--- src/rtl/core/utsh_pkg.sv ---
// ----------------------------------------------------------------------------
// utsh_pkg
// Shared types and constants for the token stream hasher.
// ----------------------------------------------------------------------------
`timescale 1ns / 1ps
`default_nettype none

package utsh_pkg;

  localparam int unsigned MAX_TOKEN_BYTES = 4096;
  localparam int unsigned LEN_W           = 13;
  localparam int unsigned LA_DEPTH        = 5;

  localparam logic [63:0] FNV_BASIS = 64'hcbf29ce484222325;
  localparam logic [63:0] MIX_C1    = 64'hff51afd7ed558ccd;
  localparam logic [63:0] MIX_C2    = 64'hc4ceb9fe1a85ec53;

  localparam logic [1:0] MODE_DOC  = 2'd0;
  localparam logic [1:0] MODE_SENT = 2'd1;

  localparam logic RES_TOKEN = 1'b0;
  localparam logic RES_TXN   = 1'b1;

  localparam logic [2:0] SEQ_UNDEC = 3'd0;
  localparam logic [2:0] SEQ_BAD   = 3'd7;

  typedef struct packed {
    logic [7:0] text_byte;
    logic       buffer_last;
  } in_word_t;

  typedef struct packed {
    logic             result_kind;
    logic [63:0]      token_hash;
    logic [LEN_W-1:0] token_length;
    logic             run_end;
  } out_word_t;

  typedef struct packed {
    logic       wait_more;
    logic [2:0] st_n;
    logic [2:0] drop_n;
    logic       fin_tok;
    logic       fin_txn;
  } dec_t;

  typedef struct packed {
    logic accept;
    logic latch_dec;
    logic latch_flush;
    logic store;
    logic mix_load;
    logic mul_step;
    logic mix_next;
    logic emit_tok;
    logic emit_txn;
    logic clr_txn;
    logic drop;
    logic finish_pend;
  } cmd_t;

  typedef struct packed {
    logic dec_wait;
    logic final_byte;
    logic store_left;
    logic fin_tok;
    logic tok_nonempty;
    logic fin_txn;
    logic txn_open;
    logic mul_last;
    logic pend_valid;
    logic out_free;
    logic flush;
  } status_t;

endpackage

`default_nettype wire

--- src/rtl/core/utf8_token_stream_hasher_core.sv ---
// ----------------------------------------------------------------------------
// utf8_token_stream_hasher_core
// Byte-stream word tokenizer with fmix64(FNV-1a-64 xor length) token hashes.
// ----------------------------------------------------------------------------
// One text byte per input word. A byte that only waits in the lookahead passes
// through accept, decide and done. Each decision on the head of the lookahead
// goes through latch, a store for each hashed byte, token check, transaction
// check and drop, and each finished token adds load, first product, reload,
// second product and emit (fmix64 runs its two 64-bit products on one 32x32
// multiplier). A full output stalls the sequencer.
// Results leave through an output register with a one-word holding slot,
// so the last result of a byte is flagged with run_end. A new byte is taken
// while that word still waits at the output.
// ----------------------------------------------------------------------------
`timescale 1ns / 1ps
`default_nettype none

module utf8_token_stream_hasher_core
  import utsh_pkg::*;
(
  input  wire logic       clk_i,
  input  wire logic       rst_ni,
  input  wire logic       in_valid_i,
  output logic            in_ready_o,
  input  wire in_word_t   in_word_i,
  output logic            out_valid_o,
  input  wire logic       out_ready_i,
  output out_word_t       out_word_o,
  input  wire logic       cfg_valid_i,
  output logic            cfg_ready_o,
  input  wire logic [1:0] cfg_data_i
);

  cmd_t    cmd;
  status_t status;

  assign cfg_ready_o = 1'b1;

  utsh_ctrl u_ctrl (
    .clk_i      (clk_i),
    .rst_ni     (rst_ni),
    .in_valid_i (in_valid_i),
    .in_ready_o (in_ready_o),
    .status_i   (status),
    .cmd_o      (cmd)
  );

  utsh_datapath u_dp (
    .clk_i       (clk_i),
    .rst_ni      (rst_ni),
    .in_word_i   (in_word_i),
    .cfg_valid_i (cfg_valid_i),
    .cfg_data_i  (cfg_data_i),
    .cmd_i       (cmd),
    .status_o    (status),
    .out_valid_o (out_valid_o),
    .out_ready_i (out_ready_i),
    .out_word_o  (out_word_o)
  );

endmodule

`default_nettype wire

--- src/rtl/core/utsh_datapath.sv ---
// ----------------------------------------------------------------------------
// utsh_datapath
// Lookahead buffer, byte classifier, FNV-1a accumulator, fmix64 multiplier
// and result registers.
// ----------------------------------------------------------------------------
`timescale 1ns / 1ps
`default_nettype none

module utsh_datapath
  import utsh_pkg::*;
(
  input  wire logic      clk_i,
  input  wire logic      rst_ni,
  input  wire in_word_t  in_word_i,
  input  wire logic      cfg_valid_i,
  input  wire logic [1:0] cfg_data_i,
  input  wire cmd_t      cmd_i,
  output status_t        status_o,
  output logic           out_valid_o,
  input  wire logic      out_ready_i,
  output out_word_t      out_word_o
);

  logic [1:0]             mode_q;
  logic [LA_DEPTH-1:0][7:0] la_q;
  logic [2:0]             cnt_q;
  logic [63:0]            acc_q;
  logic [LEN_W-1:0]       len_q;
  logic                   txn_q;
  logic                   final_q;
  dec_t                   dec_q;
  logic                   flush_q;
  logic [2:0]             st_idx_q;
  logic [63:0]            mul_a_q;
  logic [63:0]            mul_acc_q;
  logic [1:0]             mstep_q;
  logic                   csel_q;
  logic [LEN_W-1:0]       mix_len_q;
  logic                   pend_v_q;
  out_word_t              pend_q;
  logic                   out_v_q;
  out_word_t              out_q;

  function automatic logic is_alnum(input logic [7:0] c);
    return (c >= 8'h61 && c <= 8'h7a) || (c >= 8'h41 && c <= 8'h5a) ||
           (c >= 8'h30 && c <= 8'h39);
  endfunction

  function automatic logic [2:0] seq_check(input logic [LA_DEPTH-1:0][7:0] la,
                                           input logic pos, input logic [2:0] cnt,
                                           input logic fin);
    logic [7:0] c;
    logic [7:0] b;
    logic [2:0] need;
    logic [2:0] res;
    logic [2:0] p;
    logic       done;
    c    = la[3'(pos)];
    need = 3'd0;
    done = 1'b0;
    res  = SEQ_BAD;
    if (c < 8'h80) begin
      res  = 3'd1;
      done = 1'b1;
    end else if (c >= 8'hc2 && c <= 8'hdf) begin
      need = 3'd2;
    end else if (c >= 8'he0 && c <= 8'hef) begin
      need = 3'd3;
    end else if (c >= 8'hf0 && c <= 8'hf4) begin
      need = 3'd4;
    end else begin
      done = 1'b1;
    end
    if (!done) res = need;
    for (int k = 1; k < 4; k++) begin
      p = 3'({2'b00, pos} + 3'(k));
      if (!done && 3'(k) < need) begin
        if (p >= cnt) begin
          res  = fin ? SEQ_BAD : SEQ_UNDEC;
          done = 1'b1;
        end else begin
          b = la[p];
          if (b[7:6] != 2'b10) begin
            res  = SEQ_BAD;
            done = 1'b1;
          end else if (k == 1) begin
            if ((c == 8'he0 && b < 8'ha0) || (c == 8'hed && b > 8'h9f) ||
                (c == 8'hf0 && b < 8'h90) || (c == 8'hf4 && b > 8'h8f)) begin
              res  = SEQ_BAD;
              done = 1'b1;
            end
          end
        end
      end
    end
    return res;
  endfunction

  // head-of-buffer decision
  dec_t       dec;
  logic [7:0] c0;
  logic [7:0] c1;
  logic [2:0] r0;
  logic [2:0] r1;
  logic       right;
  logic       len_room;

  always_comb begin
    c0       = la_q[0];
    c1       = la_q[1];
    r0       = seq_check(la_q, 1'b0, cnt_q, final_q);
    r1       = seq_check(la_q, 1'b1, cnt_q, final_q);
    len_room = len_q < LEN_W'(MAX_TOKEN_BYTES);
    right    = 1'b0;
    dec      = '0;
    dec.drop_n = 3'd1;
    if (cnt_q == 3'd0) begin
      dec.wait_more = 1'b1;
    end else if (is_alnum(c0)) begin
      dec.st_n = len_room ? 3'd1 : 3'd0;
    end else if (c0 >= 8'h80) begin
      if (r0 == SEQ_UNDEC) begin
        dec.wait_more = 1'b1;
      end else if (r0 == SEQ_BAD) begin
        dec.fin_tok = 1'b1;
      end else begin
        dec.drop_n = r0;
        dec.st_n   = (({1'b0, len_q} + (LEN_W+1)'(r0)) <= (LEN_W+1)'(MAX_TOKEN_BYTES))
                     ? r0 : 3'd0;
      end
    end else if (c0 == 8'h2d || c0 == 8'h5f || c0 == 8'h27) begin
      if (cnt_q < 3'd2) begin
        if (!final_q) dec.wait_more = 1'b1;
      end else if (is_alnum(c1)) begin
        right = 1'b1;
      end else if (c1 >= 8'h80) begin
        if (r1 == SEQ_UNDEC) dec.wait_more = 1'b1;
        right = (r1 != SEQ_UNDEC) && (r1 != SEQ_BAD);
      end
      if (len_q != '0 && right) dec.st_n = len_room ? 3'd1 : 3'd0;
      else                      dec.fin_tok = 1'b1;
    end else begin
      dec.fin_tok = 1'b1;
      dec.fin_txn = (mode_q == MODE_DOC && c0 == 8'h0a) ||
                    (mode_q == MODE_SENT && (c0 == 8'h2e || c0 == 8'h3f || c0 == 8'h21));
    end
  end

  // FNV step
  logic [7:0]  sb;
  logic [63:0] fx;
  logic [63:0] fnv_d;
  always_comb begin
    sb    = la_q[st_idx_q];
    if (sb >= 8'h41 && sb <= 8'h5a) sb = sb + 8'd32;
    fx    = acc_q ^ {56'h0, sb};
    fnv_d = (fx << 40) + (fx * 64'h1b3);
  end

  // shared 32x32 multiplier, low 64 bits of a 64x64 product in three steps
  logic [63:0] mc;
  logic [31:0] ma;
  logic [31:0] mb;
  logic [63:0] mp;
  logic [63:0] mix_x;
  logic [63:0] mix_out;
  always_comb begin
    mc      = csel_q ? MIX_C2 : MIX_C1;
    ma      = (mstep_q == 2'd2) ? mul_a_q[63:32] : mul_a_q[31:0];
    mb      = (mstep_q == 2'd1) ? mc[63:32] : mc[31:0];
    mp      = 64'(ma) * 64'(mb);
    mix_x   = acc_q ^ 64'(len_q);
    mix_out = mul_acc_q ^ (mul_acc_q >> 33);
  end

  logic      out_free;
  out_word_t tok_w;
  out_word_t txn_w;
  assign out_free = !out_v_q || out_ready_i;
  always_comb begin
    tok_w              = '0;
    tok_w.result_kind  = RES_TOKEN;
    tok_w.token_hash   = mix_out;
    tok_w.token_length = mix_len_q;
    txn_w              = '0;
    txn_w.result_kind  = RES_TXN;
  end

  always_ff @(posedge clk_i or negedge rst_ni) begin
    if (!rst_ni) begin
      mode_q   <= MODE_DOC;
      cnt_q    <= '0;
      acc_q    <= FNV_BASIS;
      len_q    <= '0;
      txn_q    <= 1'b0;
      final_q  <= 1'b0;
      dec_q    <= '0;
      flush_q  <= 1'b0;
      st_idx_q <= '0;
      mstep_q  <= '0;
      csel_q   <= 1'b0;
      pend_v_q <= 1'b0;
      out_v_q  <= 1'b0;
    end else begin
      if (cfg_valid_i) mode_q <= cfg_data_i;
      if (cmd_i.accept) begin
        final_q <= in_word_i.buffer_last;
        if (cnt_q < 3'(LA_DEPTH)) cnt_q <= cnt_q + 3'd1;
      end
      if (cmd_i.latch_dec) begin
        dec_q    <= dec;
        flush_q  <= 1'b0;
        st_idx_q <= '0;
      end
      if (cmd_i.latch_flush) begin
        dec_q         <= '0;
        dec_q.fin_tok <= 1'b1;
        dec_q.fin_txn <= (mode_q == MODE_DOC) || (mode_q == MODE_SENT);
        flush_q       <= 1'b1;
        st_idx_q      <= '0;
      end
      if (cmd_i.store) begin
        acc_q    <= fnv_d;
        len_q    <= len_q + LEN_W'(1);
        st_idx_q <= st_idx_q + 3'd1;
      end
      if (cmd_i.mix_load) begin
        acc_q   <= FNV_BASIS;
        len_q   <= '0;
        mstep_q <= '0;
        csel_q  <= 1'b0;
        if (mode_q == MODE_DOC || mode_q == MODE_SENT) txn_q <= 1'b1;
      end
      if (cmd_i.mix_next) begin
        mstep_q <= '0;
        csel_q  <= 1'b1;
      end
      if (cmd_i.mul_step) mstep_q <= (mstep_q == 2'd2) ? 2'd0 : mstep_q + 2'd1;
      if (cmd_i.clr_txn) txn_q <= 1'b0;
      if (cmd_i.drop) begin
        cnt_q <= cnt_q - dec_q.drop_n;
        if (flush_q) begin
          txn_q <= 1'b0;
          acc_q <= FNV_BASIS;
          len_q <= '0;
        end
      end
      if (out_v_q && out_ready_i) out_v_q <= 1'b0;
      if ((cmd_i.emit_tok || cmd_i.emit_txn) && pend_v_q) out_v_q <= 1'b1;
      if (cmd_i.emit_tok || cmd_i.emit_txn) pend_v_q <= 1'b1;
      if (cmd_i.finish_pend) begin
        out_v_q  <= 1'b1;
        pend_v_q <= 1'b0;
      end
    end
  end

  always_ff @(posedge clk_i) begin
    if (cmd_i.accept && cnt_q < 3'(LA_DEPTH)) la_q[cnt_q] <= in_word_i.text_byte;
    if (cmd_i.drop) la_q <= la_q >> {dec_q.drop_n, 3'b000};
    if (cmd_i.mix_load) begin
      mul_a_q   <= mix_x ^ (mix_x >> 33);
      mix_len_q <= len_q;
    end
    if (cmd_i.mix_next) mul_a_q <= mix_out;
    if (cmd_i.mul_step) begin
      if (mstep_q == 2'd0) mul_acc_q <= mp;
      else                 mul_acc_q <= mul_acc_q + {mp[31:0], 32'h0};
    end
    if ((cmd_i.emit_tok || cmd_i.emit_txn) && pend_v_q) begin
      out_q         <= pend_q;
      out_q.run_end <= 1'b0;
    end
    if (cmd_i.emit_tok) pend_q <= tok_w;
    if (cmd_i.emit_txn) pend_q <= txn_w;
    if (cmd_i.finish_pend) begin
      out_q         <= pend_q;
      out_q.run_end <= 1'b1;
    end
  end

  always_comb begin
    status_o.dec_wait     = dec.wait_more;
    status_o.final_byte   = final_q;
    status_o.store_left   = st_idx_q < dec_q.st_n;
    status_o.fin_tok      = dec_q.fin_tok;
    status_o.tok_nonempty = len_q != '0;
    status_o.fin_txn      = dec_q.fin_txn;
    status_o.txn_open     = txn_q;
    status_o.mul_last     = mstep_q == 2'd2;
    status_o.pend_valid   = pend_v_q;
    status_o.out_free     = out_free;
    status_o.flush        = flush_q;
  end

  assign out_valid_o = out_v_q;
  assign out_word_o  = out_q;

endmodule

`default_nettype wire

--- src/rtl/core/utsh_ctrl.sv ---
// ----------------------------------------------------------------------------
// utsh_ctrl
// Sequencer: accept, decide, hash bytes, mix, emit, drop.
// ----------------------------------------------------------------------------
`timescale 1ns / 1ps
`default_nettype none

module utsh_ctrl
  import utsh_pkg::*;
(
  input  wire logic    clk_i,
  input  wire logic    rst_ni,
  input  wire logic    in_valid_i,
  output logic         in_ready_o,
  input  wire status_t status_i,
  output cmd_t         cmd_o
);

  typedef enum logic [3:0] {
    S_IDLE, S_DECIDE, S_STORE, S_MIX, S_MUL1, S_NEXT, S_MUL2,
    S_TOK, S_TXN, S_DROP, S_DONE
  } state_e;

  state_e state_q;
  state_e state_d;
  logic   can_emit;

  assign can_emit = !status_i.pend_valid || status_i.out_free;

  always_comb begin
    state_d    = state_q;
    cmd_o      = '0;
    in_ready_o = 1'b0;
    case (state_q)
      S_IDLE: begin
        in_ready_o = 1'b1;
        if (in_valid_i) begin
          cmd_o.accept = 1'b1;
          state_d      = S_DECIDE;
        end
      end
      S_DECIDE: begin
        if (!status_i.dec_wait) begin
          cmd_o.latch_dec = 1'b1;
          state_d         = S_STORE;
        end else if (status_i.final_byte) begin
          cmd_o.latch_flush = 1'b1;
          state_d           = S_STORE;
        end else begin
          state_d = S_DONE;
        end
      end
      S_STORE: begin
        if (status_i.store_left) cmd_o.store = 1'b1;
        else if (status_i.fin_tok && status_i.tok_nonempty) state_d = S_MIX;
        else state_d = S_TXN;
      end
      S_MIX: begin
        cmd_o.mix_load = 1'b1;
        state_d        = S_MUL1;
      end
      S_MUL1: begin
        cmd_o.mul_step = 1'b1;
        if (status_i.mul_last) state_d = S_NEXT;
      end
      S_NEXT: begin
        cmd_o.mix_next = 1'b1;
        state_d        = S_MUL2;
      end
      S_MUL2: begin
        cmd_o.mul_step = 1'b1;
        if (status_i.mul_last) state_d = S_TOK;
      end
      S_TOK: begin
        if (can_emit) begin
          cmd_o.emit_tok = 1'b1;
          state_d        = S_TXN;
        end
      end
      S_TXN: begin
        if (!status_i.fin_txn) begin
          state_d = S_DROP;
        end else if (!status_i.txn_open) begin
          state_d = S_DROP;
        end else if (can_emit) begin
          cmd_o.emit_txn = 1'b1;
          cmd_o.clr_txn  = 1'b1;
          state_d        = S_DROP;
        end
      end
      S_DROP: begin
        cmd_o.drop = 1'b1;
        state_d    = status_i.flush ? S_DONE : S_DECIDE;
      end
      S_DONE: begin
        if (!status_i.pend_valid) begin
          state_d = S_IDLE;
        end else if (status_i.out_free) begin
          cmd_o.finish_pend = 1'b1;
          state_d           = S_IDLE;
        end
      end
      default: state_d = S_IDLE;
    endcase
  end

  always_ff @(posedge clk_i or negedge rst_ni) begin
    if (!rst_ni) state_q <= S_IDLE;
    else         state_q <= state_d;
  end

endmodule

`default_nettype wire

--- config.mk ---
export PLATFORM = sky130hd
export DESIGN_NAME = utf8_token_stream_hasher_core
export DESIGN_NICKNAME = d
export VERILOG_FILES = /design/src/rtl/core/utsh_pkg.sv /design/src/rtl/core/utf8_token_stream_hasher_core.sv /design/src/rtl/core/utsh_datapath.sv /design/src/rtl/core/utsh_ctrl.sv
export SDC_FILE = /design/constraint.sdc
export NUM_CORES = 2
export LEC_CHECK = 0
export BUFFER_PORTS_ARGS = -buffer_cell sky130_fd_sc_hd__buf_2
export CAP_MARGIN = 20
export CORE_MARGIN = 2
export CORE_UTILIZATION = 45
export CTS_CLUSTER_DIAMETER = 100
export DETAILED_ROUTE_END_ITERATION = 6
export PLACE_DENSITY_LB_ADDON = 0.25
export RECOVER_POWER = 100
export SLEW_MARGIN = 20
export SYNTH_ARGS = -nofsm -noshare
export SYNTH_HDL_FRONTEND = slang
export SYNTH_HIERARCHICAL = 1
export SYNTH_SLANG_ARGS = --single-unit
--- constraint.sdc ---
create_clock -name clk_i -period 11.68 [get_ports clk_i]
set_input_delay 3.504 -clock clk_i [delete_from_list [all_inputs] [get_ports clk_i]]
set_output_delay 3.504 -clock clk_i [all_outputs]
set_load 0.02 [all_outputs]
==> metrics <==
outcome=complete, but fails checks; failing checks=capacitance limit, slew limit; Starting DRT DRC Count=3819; final total negative setup slack=0 ns; row cnt=between 100 and 150; GRT Residual Overflow=0; Detailed Route WL=between 200000 and 250000 um; Seq/Total Area, Yosys=between 10% and 20%; most frequent CP cell=fa_1; endpoints failing setup=0; min Tclk post-route=~11 ns; Worst Hold Class=register to register; CTS tree=done; H-tree levels=2; layout cells sized above 1=roughly 4.2%; max-slew violations=around 600; via count=around 44000; clk_lat worst skew=0.64 ns; Startpoint Class=register; P&R area growth vs syn=6.12%; Ports=slightly below 100; top-area cell type share of the netlist area=between 30% and 40%; max cap viols=11; gpl congestion=between 1 and 1.5; CP max stage delay=between 0.6 and 0.7 ns; post-synth design cell area=between 60000 and 70000 um2; Synth Area in XOR/XNOR=3.49%; Die Wd=375 um; Largest delay share family, worst path=adder cells; IO Port Bufs=96; nets@finish=between 7000 and 8000; kind of critical path=register to register; crit path buf inv count=6; adder-cell share of the synthesized area=46.1%; Max-slew headroom=-184%; initial antenna violation count=3; largest area contributor in the netlist=fa_1; Core Area=137000 um2; Final Skew=between 0.04 and 0.05 ns; DRT Pass-1 Iters=6; setup repair bufs after CTS=0; filler instances=between 10000 and 15000; Mapped Cells=6149; count of unique library cells instantiated by Yosys=approximately 110; Synth Net Count=a little under 8000; Die ar.=141000 um2; Worst path slowest cell=mux2i_1; Worst-path clk slew=roughly 0.070 ns; highest clock rate=0.0901 GHz; # resized after CTS=0; FFs w/ async S/R, synth=between 20% and 30%; GRT Util Overall=29.5%; number of remaining DRC errors=0; # clock sinks=approximately 440; via/cell ratio=approximately 5.5; Worst EP arrival=between 10 and 15 ns; largest family of logic cells by synthesized area=adder cells; most frequent cell after synthesis=inv_1; die height=around 380 um; WL/cell=25.4 um; register bit total from synthesis=approximately 440; synth warn=6; DPL Wire Length=about 170000 um; largest net degree at the start of global routing=81; Top FF cell, synth=edfxtp_1; Initial Utilization=45.3%; Final period util=approximately 95%; Synth top cells by count=inv_1 (1348), fa_1 (1112), ha_1 (507); Crit. End Element=register; clock root buffer=clkbuf_16; Worst-Margin Slew=around 4.3 ns; Final Hold Violating Endpoints=0; mux cell area share after synthesis=3.25%; post-route ant nets=0; largest cells by area after synthesis=fa_1 (36%), edfxtp_1 (13%), ha_1 (10%); clock buffer depth=3; Post-synth EDFFs=between 200 and 300; vias in the first global route=approximately 47000; critical path required time=approximately 12 ns; Synth Area in Compound Gates=8.60%; first-pass GRT wire length=around 310000 um; TritonCTS Buffers=46; hold_buf cts=0; RSZ-0062 raised after global routing=false; crit path max fanout=17; Post-Synth Simple-Gate Area=9.60%; syn_area_per_cell=around 10 um2
final timing paths:
path,startpoint,end,slack (ns),depth (start not counted)
max,u_dp/mstep_q[0],u_dp/mul_acc_q[63],0.58,35
min,u_dp/pend_q[78],u_dp/pend_q[78],0.45,1
max reg2reg,u_dp/mstep_q[0],u_dp/mul_acc_q[63],0.58,35
min reg2reg,u_dp/pend_q[78],u_dp/pend_q[78],0.45,1
max in group asynchronous,rst_ni,u_dp/acc_q[60],3.13,3
min in group asynchronous,rst_ni,u_dp/mode_q[0],2.83,1
logic make-up after synthesis:
group	after synthesis
adder cells (fa/ha/maj)	1619
AO/OA/AOI/OAI	811
XOR/XNOR	247
buffers and inverters	1550
AND/OR/NAND/NOR	1291
flip-flops	443
multiplexers	186
other	2
per-stage QoR:
step	utilization [%]	area, um2	setup slack (ns)	cells	hold slack [ns]
after floorplan	-	62100	1.82	6149	0.420
after global placement	47.0	64500	1.02	7906	0.435
after detailed placement	47.0	64500	0.828	7906	0.437
after CTS	48.2	66200	0.707	7992	0.454
after global routing	48.0	65900	0.109	7992	0.477
final	48.0	65900	0.584	7995	0.453
flip-flops by register name (all words and copies together) (netlist names), 8 cells and up:
register         flops
u_dp/la_q           24
u_dp/pend_q         78
u_dp/acc_q          64
u_dp/c1              8
u_dp/out_word_o     79
u_dp/len_q          13
u_dp/c0              8
u_dp/mul_acc_q      64
u_dp/mix_len_q      13
u_dp/mul_a_q        64
cells in the final DEF (no fill, tap or decap), types with 31 or more instances in the layout:
master	n
inv_1	1346
fa_1	1112
ha_1	507
nor2_1	456
nand2_1	369
edfxtp_1	259
a21oi_1	222
o21ai_0	166
xnor2_1	144
mux2i_1	132
clkbuf_1	105
xor2_1	103
nor2b_1	98
a21o_1	92
dfxtp_1	79
dfrtp_1	77
nand2b_1	57
nor3_1	54
nand3_1	54
clkbuf_16	47
buf_4	44
and3_1	38
mux2_2	37
o21bai_1	35
a211oi_1	35
o21a_1	32
a31oi_1	31
layout make-up:
| class | instances | area (um2) | share of cell area [%] |
|---|---|---|---|
| inverters | 1354 | 5080 | 7.72 |
| clock buffers | 53 | 1220 | 1.85 |
| repair buffers | 159 | 795 | 1.21 |
| clock inverters | 33 | 454 | 0.690 |
| flip-flops and latches | 443 | 12000 | 18.3 |
| diodes | 3 | 7.51 | 0.0114 |
| multi-input cells | 4156 | 44000 | 66.9 |
| well taps | 1794 | 2240 | 3.41 |
layer usage:
| metal | wire, um | up-vias | track usage, % |
|---|---|---|---|
| li1 | - | 19523 | - |
| met1 | 84200 | 22428 | 39.3 |
| met2 | 98700 | 1481 | 49.9 |
| met3 | 13400 | 327 | 4.42 |
| met4 | 7070 | 0 | 8.65 |
| met5 | 0 | - | 0 |
Power is left out: the tool's default activity adds up to more than one toggle a clock period on the data nets, which glitch-free logic cannot reach.
